--- src/rtl/core/echo_range_median_scaler_top_macros.svh ---
// Assertion helpers shared by the core modules.
// Each one expects signals named clk and rst_n in the using module.
`ifndef ECHO_RANGE_MEDIAN_SCALER_TOP_MACROS_SVH
`define ECHO_RANGE_MEDIAN_SCALER_TOP_MACROS_SVH

// Same-cycle implication, checked once reset is released
`define ERS_ASSERT_IMP(lbl, ante, cons, msg) \
  lbl: assert property (@(posedge clk) disable iff (!rst_n) (ante) |-> (cons)) \
    else $error(msg);

// Next-cycle implication, checked once reset is released
`define ERS_ASSERT_NXT(lbl, ante, cons, msg) \
  lbl: assert property (@(posedge clk) disable iff (!rst_n) (ante) |=> (cons)) \
    else $error(msg);

`endif

--- src/rtl/core/ers_pkg.sv ---
package ers_pkg;

  // Field widths
  localparam int DATA_W    = 16;
  localparam int CFG_IDX_W = 3;
  localparam int CNT_CFG_W = 5;
  localparam int MODE_W    = 2;

  // Arithmetic widths of the mapping unit
  localparam int DIFF_W  = DATA_W + 1;
  localparam int PROD_W  = 2 * DIFF_W;
  localparam int TOTAL_W = PROD_W + 1;
  localparam int QUOT_W  = DATA_W;

  // Default store depth
  localparam int MAX_DEPTH_DEF = 16;

  // Mode bit positions
  localparam int MODE_BIT_ILV = 0;
  localparam int MODE_BIT_INV = 1;

  // Register reset values
  localparam logic [CNT_CFG_W-1:0]  RST_SAMPLE_COUNT = CNT_CFG_W'(1);
  localparam logic [MODE_W-1:0]     RST_MODE         = '0;
  localparam logic [DATA_W-1:0]     RST_READING_MIN  = DATA_W'(200);
  localparam logic [DATA_W-1:0]     RST_READING_MAX  = DATA_W'(2500);
  localparam logic signed [DATA_W-1:0] RST_VALUE_MIN = DATA_W'(0);
  localparam logic signed [DATA_W-1:0] RST_VALUE_MAX = DATA_W'(100);
  localparam logic signed [DATA_W-1:0] RST_BAND_LOW  = DATA_W'(0);
  localparam logic signed [DATA_W-1:0] RST_BAND_HIGH = DATA_W'(100);
  localparam logic signed [DATA_W-1:0] RST_LAST_VALUE = '1;

  // Register indexes
  typedef enum logic [CFG_IDX_W-1:0] {
    REG_SAMPLE_COUNT = 3'd0,
    REG_MODE         = 3'd1,
    REG_READING_MIN  = 3'd2,
    REG_READING_MAX  = 3'd3,
    REG_VALUE_MIN    = 3'd4,
    REG_VALUE_MAX    = 3'd5,
    REG_BAND_LOW     = 3'd6,
    REG_BAND_HIGH    = 3'd7
  } reg_idx_t;

  // Configuration as seen by the datapath
  typedef struct packed {
    logic [CNT_CFG_W-1:0]      sample_count;
    logic [MODE_W-1:0]         mode;
    logic [DATA_W-1:0]         reading_min;
    logic [DATA_W-1:0]         reading_max;
    logic signed [DATA_W-1:0]  value_min;
    logic signed [DATA_W-1:0]  value_max;
    logic signed [DATA_W-1:0]  band_low;
    logic signed [DATA_W-1:0]  band_high;
  } cfg_t;

  // Completion report of a worker unit
  typedef struct packed {
    logic                      done;
    logic signed [DATA_W-1:0]  value;
  } unit_rsp_t;

endpackage

--- src/rtl/core/ers_in_if.sv ---
interface ers_in_if;
  logic                        valid;
  logic                        ready;
  logic [ers_pkg::DATA_W-1:0]  echo_width;

  modport source (output valid, output echo_width, input ready);
  modport sink (input valid, input echo_width, output ready);
endinterface

--- src/rtl/core/ers_out_if.sv ---
interface ers_out_if;
  logic                               valid;
  logic                               ready;
  logic signed [ers_pkg::DATA_W-1:0]  scaled_value;
  logic                               value_changed;

  modport source (output valid, output scaled_value, output value_changed, input ready);
  modport sink (input valid, input scaled_value, input value_changed, output ready);
endinterface

--- src/rtl/core/ers_cfg_if.sv ---
interface ers_cfg_if;
  logic                           valid;
  logic                           ready;
  logic [ers_pkg::CFG_IDX_W-1:0]  index;
  logic [ers_pkg::DATA_W-1:0]     data;

  modport source (output valid, output index, output data, input ready);
  modport sink (input valid, input index, input data, output ready);
endinterface

--- src/rtl/core/ers_ram.sv ---
module ers_ram #(
  parameter int WIDTH  = 16,
  parameter int DEPTH  = 16,
  localparam int ADDR_W = (DEPTH > 1) ? $clog2(DEPTH) : 1
) (
  input  logic              clk,
  input  logic              wr_en,
  input  logic [ADDR_W-1:0] wr_addr,
  input  logic [WIDTH-1:0]  wr_data,
  input  logic [ADDR_W-1:0] rd_addr,
  output logic [WIDTH-1:0]  rd_data
);

  logic [WIDTH-1:0] mem_r [DEPTH];
  logic [WIDTH-1:0] rd_data_r;

  // Write port and registered read port
  always_ff @(posedge clk) begin
    if (wr_en) begin
      mem_r[wr_addr] <= wr_data;
    end
    rd_data_r <= mem_r[rd_addr];
  end

  assign rd_data = rd_data_r;

endmodule

--- src/rtl/core/ers_mapper.sv ---
module ers_mapper (
  input  logic                        clk,
  input  logic                        rst_n,
  input  logic                        start,
  input  logic [ers_pkg::DATA_W-1:0]  echo_width,
  input  ers_pkg::cfg_t               cfg,
  output ers_pkg::unit_rsp_t          rsp
);
  import ers_pkg::*;

  localparam int DIV_CNT_W = $clog2(QUOT_W);

  typedef enum logic [7:0] {
    M_IDLE = 8'b0000_0001,
    M_PREP = 8'b0000_0010,
    M_MULN = 8'b0000_0100,
    M_MULB = 8'b0000_1000,
    M_SUM  = 8'b0001_0000,
    M_ABS  = 8'b0010_0000,
    M_DIV  = 8'b0100_0000,
    M_SIGN = 8'b1000_0000
  } map_state_t;

  map_state_t state_r, state_nxt;

  logic [DATA_W-1:0]         echo_r;
  logic signed [DIFF_W-1:0]  diff_r;
  logic signed [DIFF_W-1:0]  dv_r;
  logic [DATA_W-1:0]         den_r;
  logic                      flip_r;
  logic signed [PROD_W-1:0]  num_r;
  logic signed [PROD_W-1:0]  bd_r;
  logic signed [TOTAL_W-1:0] total_r;
  logic                      neg_r;
  logic [DATA_W-1:0]         rem_r;
  logic [QUOT_W-1:0]         sh_r;
  logic [DIV_CNT_W-1:0]      cnt_r;
  logic signed [DATA_W-1:0]  res_r;
  logic                      done_r;

  logic [DATA_W-1:0]         w_eff;
  logic [DATA_W-1:0]         clamp_w;
  logic signed [DIFF_W-1:0]  diff_c;
  logic signed [DIFF_W-1:0]  den_c;
  logic signed [DIFF_W-1:0]  den_neg_c;
  logic signed [DIFF_W-1:0]  dv_c;
  logic                      inv;
  logic signed [DATA_W-1:0]  base;
  logic signed [DIFF_W-1:0]  mul_a;
  logic signed [DIFF_W-1:0]  mul_b;
  logic signed [PROD_W-1:0]  mul_p;
  logic signed [TOTAL_W-1:0] total_c;
  logic [TOTAL_W-1:0]        mag_c;
  logic [DATA_W+1:0]         sub_c;
  logic                      ge_c;

  assign inv  = cfg.mode[MODE_BIT_INV];
  assign base = inv ? cfg.value_max : cfg.value_min;

  // Substitute timeout, clamp to the reading range
  always_comb begin
    w_eff = (echo_r == '0) ? cfg.reading_max : echo_r;
    if (w_eff < cfg.reading_min) begin
      clamp_w = cfg.reading_min;
    end else if (w_eff > cfg.reading_max) begin
      clamp_w = cfg.reading_max;
    end else begin
      clamp_w = w_eff;
    end
  end

  assign diff_c    = $signed({1'b0, clamp_w}) - $signed({1'b0, cfg.reading_min});
  assign den_c     = $signed({1'b0, cfg.reading_max}) - $signed({1'b0, cfg.reading_min});
  assign den_neg_c = -den_c;
  assign dv_c      = $signed({cfg.value_max[DATA_W-1], cfg.value_max})
                   - $signed({cfg.value_min[DATA_W-1], cfg.value_min});

  // Shared multiplier: range product first, then base times span
  always_comb begin
    if (state_r == M_MULB) begin
      mul_a = $signed({base[DATA_W-1], base});
      mul_b = $signed({1'b0, den_r});
    end else begin
      mul_a = diff_r;
      mul_b = dv_r;
    end
  end

  assign mul_p = mul_a * mul_b;

  // Combine products, fold sign of the span into the operation
  assign total_c = flip_r
    ? ($signed({bd_r[PROD_W-1], bd_r}) - $signed({num_r[PROD_W-1], num_r}))
    : ($signed({bd_r[PROD_W-1], bd_r}) + $signed({num_r[PROD_W-1], num_r}));

  assign mag_c = total_r[TOTAL_W-1] ? TOTAL_W'(-total_r) : TOTAL_W'(total_r);

  // One restoring division step
  assign sub_c = {1'b0, rem_r, sh_r[QUOT_W-1]} - {2'b00, den_r};
  assign ge_c  = !sub_c[DATA_W+1];

  // Sequencer
  always_comb begin
    state_nxt = state_r;
    unique case (state_r)
      M_IDLE: if (start) state_nxt = M_PREP;
      M_PREP: state_nxt = (den_c == '0) ? M_IDLE : M_MULN;
      M_MULN: state_nxt = M_MULB;
      M_MULB: state_nxt = M_SUM;
      M_SUM:  state_nxt = M_ABS;
      M_ABS:  state_nxt = M_DIV;
      M_DIV:  if (cnt_r == DIV_CNT_W'(QUOT_W - 1)) state_nxt = M_SIGN;
      M_SIGN: state_nxt = M_IDLE;
      default: state_nxt = M_IDLE;
    endcase
  end

  always_ff @(posedge clk) begin
    if (!rst_n) begin
      state_r <= M_IDLE;
      done_r  <= 1'b0;
    end else begin
      state_r <= state_nxt;
      done_r  <= ((state_r == M_PREP) && (den_c == '0)) || (state_r == M_SIGN);
    end
  end

  // Datapath registers
  always_ff @(posedge clk) begin
    unique case (state_r)
      M_IDLE: begin
        if (start) echo_r <= echo_width;
      end
      M_PREP: begin
        diff_r <= diff_c;
        dv_r   <= dv_c;
        den_r  <= den_c[DIFF_W-1] ? den_neg_c[DATA_W-1:0] : den_c[DATA_W-1:0];
        flip_r <= inv ^ den_c[DIFF_W-1];
        res_r  <= base;
      end
      M_MULN: num_r <= mul_p;
      M_MULB: bd_r  <= mul_p;
      M_SUM:  total_r <= total_c;
      M_ABS: begin
        neg_r <= total_r[TOTAL_W-1];
        rem_r <= mag_c[QUOT_W+DATA_W-1:QUOT_W];
        sh_r  <= mag_c[QUOT_W-1:0];
        cnt_r <= '0;
      end
      M_DIV: begin
        rem_r <= ge_c ? sub_c[DATA_W-1:0] : {rem_r[DATA_W-2:0], sh_r[QUOT_W-1]};
        sh_r  <= {sh_r[QUOT_W-2:0], ge_c};
        cnt_r <= cnt_r + DIV_CNT_W'(1);
      end
      M_SIGN: res_r <= neg_r ? $signed(-sh_r) : $signed(sh_r);
      default: ;
    endcase
  end

  assign rsp.done  = done_r;
  assign rsp.value = res_r;

endmodule

--- src/rtl/core/ers_median.sv ---
`include "echo_range_median_scaler_top_macros.svh"

module ers_median #(
  parameter int MAX_DEPTH = ers_pkg::MAX_DEPTH_DEF,
  localparam int CNT_W  = $clog2(MAX_DEPTH + 1),
  localparam int ADDR_W = (MAX_DEPTH > 1) ? $clog2(MAX_DEPTH) : 1
) (
  input  logic                        clk,
  input  logic                        rst_n,
  input  logic                        start,
  input  logic [CNT_W-1:0]            count,
  output logic [ADDR_W-1:0]           rd_addr,
  input  logic [ers_pkg::DATA_W-1:0]  rd_data,
  output ers_pkg::unit_rsp_t          rsp
);
  import ers_pkg::*;

  typedef enum logic [4:0] {
    S_IDLE  = 5'b00001,
    S_CAND  = 5'b00010,
    S_FETCH = 5'b00100,
    S_SCAN  = 5'b01000,
    S_CHECK = 5'b10000
  } med_state_t;

  med_state_t state_r, state_nxt;

  logic [CNT_W-1:0]          count_r;
  logic [CNT_W-1:0]          i_r;
  logic [CNT_W-1:0]          j_r;
  logic [CNT_W-1:0]          less_r;
  logic [CNT_W-1:0]          eq_r;
  logic signed [DATA_W-1:0]  cand_r;
  logic signed [DATA_W-1:0]  res_r;
  logic                      done_r;

  logic [CNT_W-1:0]          k_c;
  logic [CNT_W:0]            upper_c;
  logic                      hit_c;
  logic                      lt_c;
  logic                      eq_c;

  // Rank test for the upper median
  assign k_c     = count_r >> 1;
  assign upper_c = {1'b0, less_r} + {1'b0, eq_r};
  assign hit_c   = (less_r <= k_c) && ({1'b0, k_c} < upper_c);
  assign lt_c    = $signed(rd_data) < cand_r;
  assign eq_c    = $signed(rd_data) == cand_r;

  // Read address per step
  always_comb begin
    unique case (state_r)
      S_CAND:  rd_addr = i_r[ADDR_W-1:0];
      S_SCAN:  rd_addr = j_r[ADDR_W-1:0];
      default: rd_addr = '0;
    endcase
  end

  // Sequencer: pick a candidate, count smaller and equal entries, test rank
  always_comb begin
    state_nxt = state_r;
    unique case (state_r)
      S_IDLE:  if (start) state_nxt = S_CAND;
      S_CAND:  state_nxt = S_FETCH;
      S_FETCH: state_nxt = S_SCAN;
      S_SCAN:  if (j_r == count_r) state_nxt = S_CHECK;
      S_CHECK: state_nxt = hit_c ? S_IDLE : S_CAND;
      default: state_nxt = S_IDLE;
    endcase
  end

  always_ff @(posedge clk) begin
    if (!rst_n) begin
      state_r <= S_IDLE;
      done_r  <= 1'b0;
    end else begin
      state_r <= state_nxt;
      done_r  <= (state_r == S_CHECK) && hit_c;
    end
  end

  // Counters and candidate
  always_ff @(posedge clk) begin
    unique case (state_r)
      S_IDLE: begin
        if (start) begin
          count_r <= count;
          i_r     <= '0;
        end
      end
      S_FETCH: begin
        cand_r <= $signed(rd_data);
        less_r <= '0;
        eq_r   <= '0;
        j_r    <= CNT_W'(1);
      end
      S_SCAN: begin
        less_r <= less_r + CNT_W'(lt_c);
        eq_r   <= eq_r + CNT_W'(eq_c);
        if (j_r != count_r) j_r <= j_r + CNT_W'(1);
      end
      S_CHECK: begin
        res_r <= cand_r;
        i_r   <= i_r + CNT_W'(1);
      end
      default: ;
    endcase
  end

  assign rsp.done  = done_r;
  assign rsp.value = res_r;

  `ERS_ASSERT_IMP(a_start_idle, start, state_r == S_IDLE, "median start while busy")
  `ERS_ASSERT_IMP(a_rank_bound, state_r == S_CHECK, upper_c <= {1'b0, count_r}, "rank count overrun")
  `ERS_ASSERT_IMP(a_scan_index, state_r == S_SCAN, (j_r != '0) && (j_r <= count_r), "scan index out of run")
  `ERS_ASSERT_IMP(a_cand_bound, state_r == S_CAND, i_r < count_r, "no candidate met the median rank")
  `ERS_ASSERT_NXT(a_done_pulse, done_r, !done_r, "median done held longer than one cycle")

endmodule

--- src/rtl/core/echo_range_median_scaler_top.sv ---
// A request is mapped first; when one reading makes a result, that result goes straight to the output register.
// A median over a run of m readings adds a rank selection before the result.
// A new request is taken only when idle; the mapper uses a shared multiply and a 16-step divide.
// The next request is taken while a finished result still waits in the output register.
// Reset (rst_n low, synchronous): registers return to defaults, sample count clears,
// previous value becomes -1; the sample store keeps its contents.
`include "echo_range_median_scaler_top_macros.svh"

module echo_range_median_scaler_top #(
  parameter int MAX_DEPTH = ers_pkg::MAX_DEPTH_DEF
) (
  input  logic        clk,
  input  logic        rst_n,
  ers_in_if.sink      in_chan,
  ers_out_if.source   out_chan,
  ers_cfg_if.sink     cfg_chan
);
  import ers_pkg::*;

  localparam int CNT_W  = $clog2(MAX_DEPTH + 1);
  localparam int ADDR_W = (MAX_DEPTH > 1) ? $clog2(MAX_DEPTH) : 1;

  typedef enum logic [3:0] {
    T_IDLE = 4'b0001,
    T_MAP  = 4'b0010,
    T_MED  = 4'b0100,
    T_FIN  = 4'b1000
  } top_state_t;

  top_state_t state_r, state_nxt;

  cfg_t                      cfg_r;
  logic [CNT_W-1:0]          held_r, held_nxt;
  logic signed [DATA_W-1:0]  last_r;
  logic signed [DATA_W-1:0]  res_r, res_nxt;
  logic                      out_valid_r;
  logic signed [DATA_W-1:0]  out_value_r;
  logic                      out_changed_r;

  logic                      accept;
  logic                      out_free;
  logic                      out_load;
  logic                      changed_c;
  logic [CNT_W-1:0]          n_eff;
  logic [CNT_W-1:0]          h0;
  logic                      ram_we;
  logic [ADDR_W-1:0]         ram_waddr;
  logic [ADDR_W-1:0]         ram_raddr;
  logic [DATA_W-1:0]         ram_rdata;
  logic                      med_start;
  logic [CNT_W-1:0]          med_count;
  unit_rsp_t                 map_rsp;
  unit_rsp_t                 med_rsp;

  assign accept        = in_chan.valid && in_chan.ready;
  assign in_chan.ready = (state_r == T_IDLE);
  assign cfg_chan.ready = 1'b1;

  // Register writes
  always_ff @(posedge clk) begin
    if (!rst_n) begin
      cfg_r.sample_count <= RST_SAMPLE_COUNT;
      cfg_r.mode         <= RST_MODE;
      cfg_r.reading_min  <= RST_READING_MIN;
      cfg_r.reading_max  <= RST_READING_MAX;
      cfg_r.value_min    <= RST_VALUE_MIN;
      cfg_r.value_max    <= RST_VALUE_MAX;
      cfg_r.band_low     <= RST_BAND_LOW;
      cfg_r.band_high    <= RST_BAND_HIGH;
    end else if (cfg_chan.valid) begin
      unique case (reg_idx_t'(cfg_chan.index))
        REG_SAMPLE_COUNT: cfg_r.sample_count <= cfg_chan.data[CNT_CFG_W-1:0];
        REG_MODE:         cfg_r.mode         <= cfg_chan.data[MODE_W-1:0];
        REG_READING_MIN:  cfg_r.reading_min  <= cfg_chan.data;
        REG_READING_MAX:  cfg_r.reading_max  <= cfg_chan.data;
        REG_VALUE_MIN:    cfg_r.value_min    <= $signed(cfg_chan.data);
        REG_VALUE_MAX:    cfg_r.value_max    <= $signed(cfg_chan.data);
        REG_BAND_LOW:     cfg_r.band_low     <= $signed(cfg_chan.data);
        REG_BAND_HIGH:    cfg_r.band_high    <= $signed(cfg_chan.data);
        default: ;
      endcase
    end
  end

  // Run length, capped at the store depth
  assign n_eff = (int'(cfg_r.sample_count) > MAX_DEPTH)
               ? CNT_W'(MAX_DEPTH) : CNT_W'(cfg_r.sample_count);
  assign h0    = (held_r >= n_eff) ? '0 : held_r;

  // Sequencer: map the reading, then store it, take a median or pass it on
  always_comb begin
    state_nxt = state_r;
    held_nxt  = held_r;
    res_nxt   = res_r;
    ram_we    = 1'b0;
    ram_waddr = h0[ADDR_W-1:0];
    med_start = 1'b0;
    med_count = n_eff;
    unique case (state_r)
      T_IDLE: begin
        if (accept) state_nxt = T_MAP;
      end
      T_MAP: begin
        if (map_rsp.done) begin
          if (n_eff <= CNT_W'(1)) begin
            res_nxt   = map_rsp.value;
            state_nxt = T_FIN;
          end else if (cfg_r.mode[MODE_BIT_ILV]) begin
            if (held_r < n_eff) begin
              ram_we    = 1'b1;
              ram_waddr = held_r[ADDR_W-1:0];
              held_nxt  = held_r + CNT_W'(1);
              state_nxt = T_IDLE;
            end else begin
              med_start = 1'b1;
              med_count = held_r;
              held_nxt  = '0;
              state_nxt = T_MED;
            end
          end else begin
            ram_we = 1'b1;
            if ((h0 + CNT_W'(1)) < n_eff) begin
              held_nxt  = h0 + CNT_W'(1);
              state_nxt = T_IDLE;
            end else begin
              med_start = 1'b1;
              held_nxt  = '0;
              state_nxt = T_MED;
            end
          end
        end
      end
      T_MED: begin
        if (med_rsp.done) begin
          res_nxt   = med_rsp.value;
          state_nxt = T_FIN;
        end
      end
      T_FIN: begin
        if (out_free) state_nxt = T_IDLE;
      end
      default: state_nxt = T_IDLE;
    endcase
  end

  // Output register parts the result side from the request side
  assign out_free  = !out_valid_r || out_chan.ready;
  assign out_load  = (state_r == T_FIN) && out_free;
  assign changed_c = (res_r != last_r) && (res_r >= cfg_r.band_low)
                   && (res_r <= cfg_r.band_high);

  always_ff @(posedge clk) begin
    if (!rst_n) begin
      state_r     <= T_IDLE;
      held_r      <= '0;
      last_r      <= RST_LAST_VALUE;
      out_valid_r <= 1'b0;
    end else begin
      state_r <= state_nxt;
      held_r  <= held_nxt;
      if (out_load) begin
        last_r      <= res_r;
        out_valid_r <= 1'b1;
      end else if (out_chan.ready) begin
        out_valid_r <= 1'b0;
      end
    end
  end

  always_ff @(posedge clk) begin
    res_r <= res_nxt;
    if (out_load) begin
      out_value_r   <= res_r;
      out_changed_r <= changed_c;
    end
  end

  assign out_chan.valid         = out_valid_r;
  assign out_chan.scaled_value  = out_value_r;
  assign out_chan.value_changed = out_changed_r;

  ers_mapper u_mapper (
    .clk        (clk),
    .rst_n      (rst_n),
    .start      (accept),
    .echo_width (in_chan.echo_width),
    .cfg        (cfg_r),
    .rsp        (map_rsp)
  );

  ers_ram #(
    .WIDTH (DATA_W),
    .DEPTH (MAX_DEPTH)
  ) u_store (
    .clk     (clk),
    .wr_en   (ram_we),
    .wr_addr (ram_waddr),
    .wr_data (map_rsp.value),
    .rd_addr (ram_raddr),
    .rd_data (ram_rdata)
  );

  ers_median #(
    .MAX_DEPTH (MAX_DEPTH)
  ) u_median (
    .clk     (clk),
    .rst_n   (rst_n),
    .start   (med_start),
    .count   (med_count),
    .rd_addr (ram_raddr),
    .rd_data (ram_rdata),
    .rsp     (med_rsp)
  );

  `ERS_ASSERT_IMP(a_held_bound, 1'b1, held_r <= CNT_W'(MAX_DEPTH), "sample count above store depth")
  `ERS_ASSERT_IMP(a_map_done, map_rsp.done, state_r == T_MAP, "mapping finished outside its wait")
  `ERS_ASSERT_IMP(a_med_done, med_rsp.done, state_r == T_MED, "median finished outside its wait")
  `ERS_ASSERT_IMP(a_med_count, med_start, (med_count > CNT_W'(1)) && (med_count <= CNT_W'(MAX_DEPTH)), "median run length out of range")
  `ERS_ASSERT_NXT(a_busy_after, accept, !in_chan.ready, "request taken while still working")

endmodule

--- src/flat_wrapper.sv ---
// flat-port wrapper written by rule: the top's interface ports become plain ports
module echo_range_median_scaler_top_flat import ers_pkg::*;
#(
  parameter int MAX_DEPTH = ers_pkg::MAX_DEPTH_DEF
)
  (clk, rst_n, in_chan_valid, in_chan_echo_width, in_chan_ready, out_chan_valid, out_chan_scaled_value, out_chan_value_changed, out_chan_ready, cfg_chan_valid, cfg_chan_index, cfg_chan_data, cfg_chan_ready);
  ers_in_if in_chan_i ();
  ers_out_if out_chan_i ();
  ers_cfg_if cfg_chan_i ();
  input  logic clk;
  input  logic rst_n;
  input wire logic [$bits(in_chan_i.valid)-1:0] in_chan_valid;
  input wire logic [$bits(in_chan_i.echo_width)-1:0] in_chan_echo_width;
  output wire logic [$bits(in_chan_i.ready)-1:0] in_chan_ready;
  output wire logic [$bits(out_chan_i.valid)-1:0] out_chan_valid;
  output wire logic [$bits(out_chan_i.scaled_value)-1:0] out_chan_scaled_value;
  output wire logic [$bits(out_chan_i.value_changed)-1:0] out_chan_value_changed;
  input wire logic [$bits(out_chan_i.ready)-1:0] out_chan_ready;
  input wire logic [$bits(cfg_chan_i.valid)-1:0] cfg_chan_valid;
  input wire logic [$bits(cfg_chan_i.index)-1:0] cfg_chan_index;
  input wire logic [$bits(cfg_chan_i.data)-1:0] cfg_chan_data;
  output wire logic [$bits(cfg_chan_i.ready)-1:0] cfg_chan_ready;
  assign in_chan_i.valid = in_chan_valid;
  assign in_chan_i.echo_width = in_chan_echo_width;
  assign in_chan_ready = in_chan_i.ready;
  assign out_chan_valid = out_chan_i.valid;
  assign out_chan_scaled_value = out_chan_i.scaled_value;
  assign out_chan_value_changed = out_chan_i.value_changed;
  assign out_chan_i.ready = out_chan_ready;
  assign cfg_chan_i.valid = cfg_chan_valid;
  assign cfg_chan_i.index = cfg_chan_index;
  assign cfg_chan_i.data = cfg_chan_data;
  assign cfg_chan_ready = cfg_chan_i.ready;
  echo_range_median_scaler_top #(.MAX_DEPTH(MAX_DEPTH)) u_core (.clk(clk), .rst_n(rst_n), .in_chan(in_chan_i), .out_chan(out_chan_i), .cfg_chan(cfg_chan_i));
endmodule
--- config.mk ---
export PLATFORM = sky130hd
export DESIGN_NAME = echo_range_median_scaler_top_flat
export DESIGN_NICKNAME = d
export VERILOG_FILES = /design/src/rtl/core/ers_pkg.sv /design/src/rtl/core/ers_in_if.sv /design/src/rtl/core/ers_out_if.sv /design/src/rtl/core/ers_cfg_if.sv /design/src/rtl/core/ers_ram.sv /design/src/rtl/core/ers_mapper.sv /design/src/rtl/core/ers_median.sv /design/src/rtl/core/echo_range_median_scaler_top.sv /design/src/flat_wrapper.sv
export VERILOG_INCLUDE_DIRS = /design/src /design/src/rtl/core
export SDC_FILE = /design/constraint.sdc
export NUM_CORES = 2
export LEC_CHECK = 0
export CORE_MARGIN = 10
export CORE_UTILIZATION = 60
export DETAILED_ROUTE_END_ITERATION = 7
export DONT_BUFFER_PORTS = 1
export GPL_ROUTABILITY_DRIVEN = 0
export MAX_ROUTING_LAYER = met4
export PLACE_DENSITY = 0.73
export SLEW_MARGIN = 20
export SYNTH_ARGS = -nofsm -noshare
export SYNTH_HDL_FRONTEND = slang
export SYNTH_SLANG_ARGS = --single-unit
--- constraint.sdc ---
create_clock -name clk -period 16.05 [get_ports clk]
set_input_delay 1.605 -clock clk [delete_from_list [all_inputs] [get_ports clk]]
set_output_delay 1.605 -clock clk [all_outputs]
set_load 0.05 [all_outputs]
==> out/summary.log <==
[sta] Final WS setup 7450 ps
[sta] pin slew with the least headroom to its limit 1090 ps
[global_routing] maximum number of pins on one net before global-route repair 141
[drt] DRC 0
[worst_setup_path] Crit path required time 16400 ps
[worst_setup_path] buffers and inverters on the worst path 9
[synthesis] area share of the largest cell type after synthesis 35.4%
[placed_design] worst slack at placement 7490 ps
[synthesis] biggest area consumer among synthesized cells sky130_fd_sc_hd__edfxtp_1
[worst_setup_path] Crit path depth 30
[synthesis] synth top area cells sky130_fd_sc_hd__edfxtp_1, sky130_fd_sc_hd__fa_1, sky130_fd_sc_hd__ha_1
[die] area of the die 91700 µm²
[die] top-level I/O count 60
[sta] minimum clock period 8600 ps
[synthesis] number of enable flip-flop cells after synthesis 566
[cts] H-tree depth 3
[synthesis] Yosys warnings 0
[sta] setup TNS 0 ps
[synthesis] synthesized net count 5284
[sta] clk_skew 51.3 ps
[layout] layout net count 5254
[drt] length of the first detailed-routing pass in iterations 5
[layout] area taken by multi-input logic gates 25200 µm²
[worst_setup_path] Crit Reg-Reg Endpoint u_core.u_mapper.num_r[33]
[drt] final wirelength 118000 µm
[worst_setup_path] CP Capture Type flop
[global_routing] global-route wire length before repair 188000 µm
[sta] final setup fails 0
[global_routing] Total GRT Usage 26.9%
[worst_setup_path] arrival time at the worst endpoint 8940 ps
[drt] via count 33900
[run_status] status complete, no violations
[drt] iteration-0 DRC count of the detailed router 2894
[cts] CTS resizes 0
[synthesis] most used flip-flop cell after synthesis sky130_fd_sc_hd__edfxtp_1
[synthesis] Mean Syn Cell Area 10.3 µm²
[synthesis] Seq/Total Area, Yosys 42.1%
[die] starting density of the core 60.7%
[placed_design] IO Port Bufs 0
[global_routing] vias in the first global route 33400
[sta] highest clock rate 116 MHz
[cts] CTS clock-pin slew for the worst setup and hold paths 60 ps
[sta] hold slack final 434 ps
[sta] Period Utilization, post-route 53.6%
[synthesis] summed instance area of the synthesized netlist 48000 µm²
[power] Cell Pwr Density 136 nW/µm²
[drt] routed wire length per instance 20.6 µm
[die] die extent in x 303 µm
[worst_setup_path] delay of the slowest critical-path stage 990 ps
[cts] setup bufs post-CTS 0
[cts] latest clock arrival within the worst-skew pair 660 ps
[drt] DRT antenna net count 0
[drt] Avg Vias per Cell 5.91
[worst_setup_path] type of element launching the critical path flop
[synthesis] unique cell type count in the Yosys netlist 92
[layout] sequential cell area 20200 µm²
[cts] hold buffer count at CTS 0
[worst_setup_path] master of the slowest instance on the critical path sky130_fd_sc_hd__fa_1
[worst_setup_path] RR Startpoint u_core.u_mapper.state_r[0]
[worst_setup_path] critical path's most frequent cell sky130_fd_sc_hd__inv_1
[die] area of the core region 79100 µm²
[power] largest voltage drop on the vdd net 636 µV
[sta] relative slew slack 26.8%
[sta] endpoints failing hold 0
[die] die outline height 303 µm
[cts] clock buffers created by TritonCTS 78
[worst_setup_path] kind of cell adding the most delay to the critical path adder cells
[hold_path] startpoint of the tightest hold check path u_core.u_store.rd_data[0]
[worst_setup_path] R2R setup slack 7450 ps
[worst_setup_path] critical path startpoint u_core.u_mapper.state_r[0]
[cts] TritonCTS clock tree built
[sta] unrepaired setup endpoints after global routing no
[die] Row Count 103
[layout] Layout Area Growth over Synthesis 8.00%
[worst_setup_path] worst setup path endpoint u_core.u_mapper.num_r[33]
[sta] number of pins exceeding their max-slew limit in the final report 0
[worst_setup_path] Worst Setup Path Type reg -> reg
[placed_design] detailed placement HPWL 86200 µm
[synthesis] Post-Synthesis Cells 4646
[worst_setup_path] largest fanout of any net on the critical path 90
[synthesis] Synth Register Bits 726
[worst_setup_path] worst-case reg-to-reg path depth 30
[cts] Num Clock Sinks 726
[hold_path] worst min-delay path category reg -> reg
[synthesis] async set or reset register ratio after synthesis 0%
[power] final total power 7.07 mW
[job] maxcap violations 0
[layout] Filler cells 6168
[global_routing] initial antenna violation count 0
[cts] root buffer selected by CTS sky130_fd_sc_hd__clkbuf_16
[global_routing] aggregate global routing overflow 0
[layout] share of cells above drive strength 1 5.45%
[power] leakage power 20.8 nW
[cts] CTS max path bufs 3
==> how the worst min path moves through the flow <==
stage / endpoint / slack [ps] / cells past startpoint
2_1_floorplan: u_core.u_median.cand_r[0] / 410 / 0
3_3_place_gp: u_core.u_median.cand_r[0] / 420 / 0
3_5_place_dp: u_core.u_median.cand_r[7] / 420 / 0
4_1_cts: u_core.u_median.cand_r[7] / 430 / 0
5_1_grt: u_core.u_median.cand_r[15] / 450 / 0
6_report: u_core.u_median.cand_r[0] / 430 / 0
==> synthesized netlist by cell type, types with 19 or more instances <==
library cell	instances
sky130_fd_sc_hd__dfxtp_1	160
sky130_fd_sc_hd__nand2_1	583
sky130_fd_sc_hd__ha_1	296
sky130_fd_sc_hd__inv_1	536
sky130_fd_sc_hd__nand3_1	78
sky130_fd_sc_hd__xnor2_1	162
sky130_fd_sc_hd__nand4_1	26
sky130_fd_sc_hd__nor2b_1	45
sky130_fd_sc_hd__a21boi_0	96
sky130_fd_sc_hd__clkbuf_1	141
sky130_fd_sc_hd__a211oi_1	107
sky130_fd_sc_hd__nor2_1	389
sky130_fd_sc_hd__a21oi_1	187
sky130_fd_sc_hd__edfxtp_1	566
sky130_fd_sc_hd__mux2i_1	78
sky130_fd_sc_hd__xor2_1	73
sky130_fd_sc_hd__and2_1	77
sky130_fd_sc_hd__nor3_1	61
sky130_fd_sc_hd__or3_1	19
sky130_fd_sc_hd__nor4_1	22
sky130_fd_sc_hd__fa_1	302
sky130_fd_sc_hd__a31oi_1	44
sky130_fd_sc_hd__a311oi_1	33
sky130_fd_sc_hd__a21o_1	77
sky130_fd_sc_hd__o31ai_1	24
sky130_fd_sc_hd__o21a_1	63
sky130_fd_sc_hd__nand2b_1	42
sky130_fd_sc_hd__o21ai_0	105
==> power by group <==
part	switching, mW	internal [mW]	total (mW)
sequential	0.0261	2.31	2.34
clock	0.776	1.09	1.87
combinational	1.74	1.12	2.86
==> metrics by stage <==
stage,util (%),instance area [µm²],instances
after global routing,65.5,51900,5731
after detailed placement,62.1,49100,5585
after CTS,65.5,51800,5730
after floorplan,-,48000,4646
after global placement,62.1,49100,5585
final,65.5,51900,5732
==> cells in the final DEF (no fill, tap or decap), drive strengths merged, types with 78 or more instances in the layout <==
cell / n
nand2: 583
dfxtp: 160
nand3: 79
fa: 302
a21boi: 99
a21oi: 191
inv: 541
nor2: 390
mux2i: 78
o21ai: 121
and2: 78
clkbuf: 109
a211oi: 107
edfxtp: 566
xnor2: 163
ha: 296
==> logic make-up after synthesis <==
| kind of cell | Yosys count | share of synthesized area, % |
|---|---|---|
| AOI/OAI and AO/OA | 856 | 12.1 |
| xor gates and xnor gates | 236 | 4.32 |
| adders and majority gates | 598 | 20.3 |
| buffers and inverters | 701 | 5.53 |
| DFF | 726 | 42.1 |
| muxes | 95 | 2.02 |
| other | 1 | 0.00781 |
| and+or+nand+nor | 1433 | 13.6 |
==> layout make-up <==
type / count / area share, %
multi-input combinational: 3219 / 48.6
sequential: 726 / 39.0
clock buffer: 109 / 4.43
inverter: 536 / 3.88
tap: 1050 / 2.53
timing repair buffer: 55 / 0.811
clock inverter: 36 / 0.787
antenna: 1 / 0.00483
==> metal layers <==
layer | GRT usage (%) | vias to the layer above | share of wire (%)
li1 | - | 15900 | -
met1 | 34.0 | 16600 | 41
met2 | 44.1 | 1087 | 49
met3 | 3.96 | 232 | 6.9
met4 | 9.19 | 0 | 3.4
met5 | - | - | 0
==> flip-flops by register name (all words and copies together), names as in the netlist, 8 cells and up <==
name and cells:
u_core.u_store.mem_r 256, u_core.cfg_r 103, u_core.u_mapper.bd_r 34, u_core.u_mapper.num_r 34, u_core.u_mapper.total_r 33, u_core.u_mapper.diff_r 17, u_core.u_mapper.dv_r 17, u_core.last_r 16
u_core.out_chan.scaled_value 16, u_core.res_r 16, u_core.u_mapper.den_r 16, u_core.u_mapper.echo_r 16, u_core.u_mapper.rem_r 16, u_core.u_mapper.res_r 16, u_core.u_mapper.sh_r 16, u_core.u_median.cand_r 16
u_core.u_median.res_r 16, u_core.u_store.rd_data 16, u_core.u_mapper.state_r 8
Note: power is estimated with default switching activity, not from simulation.
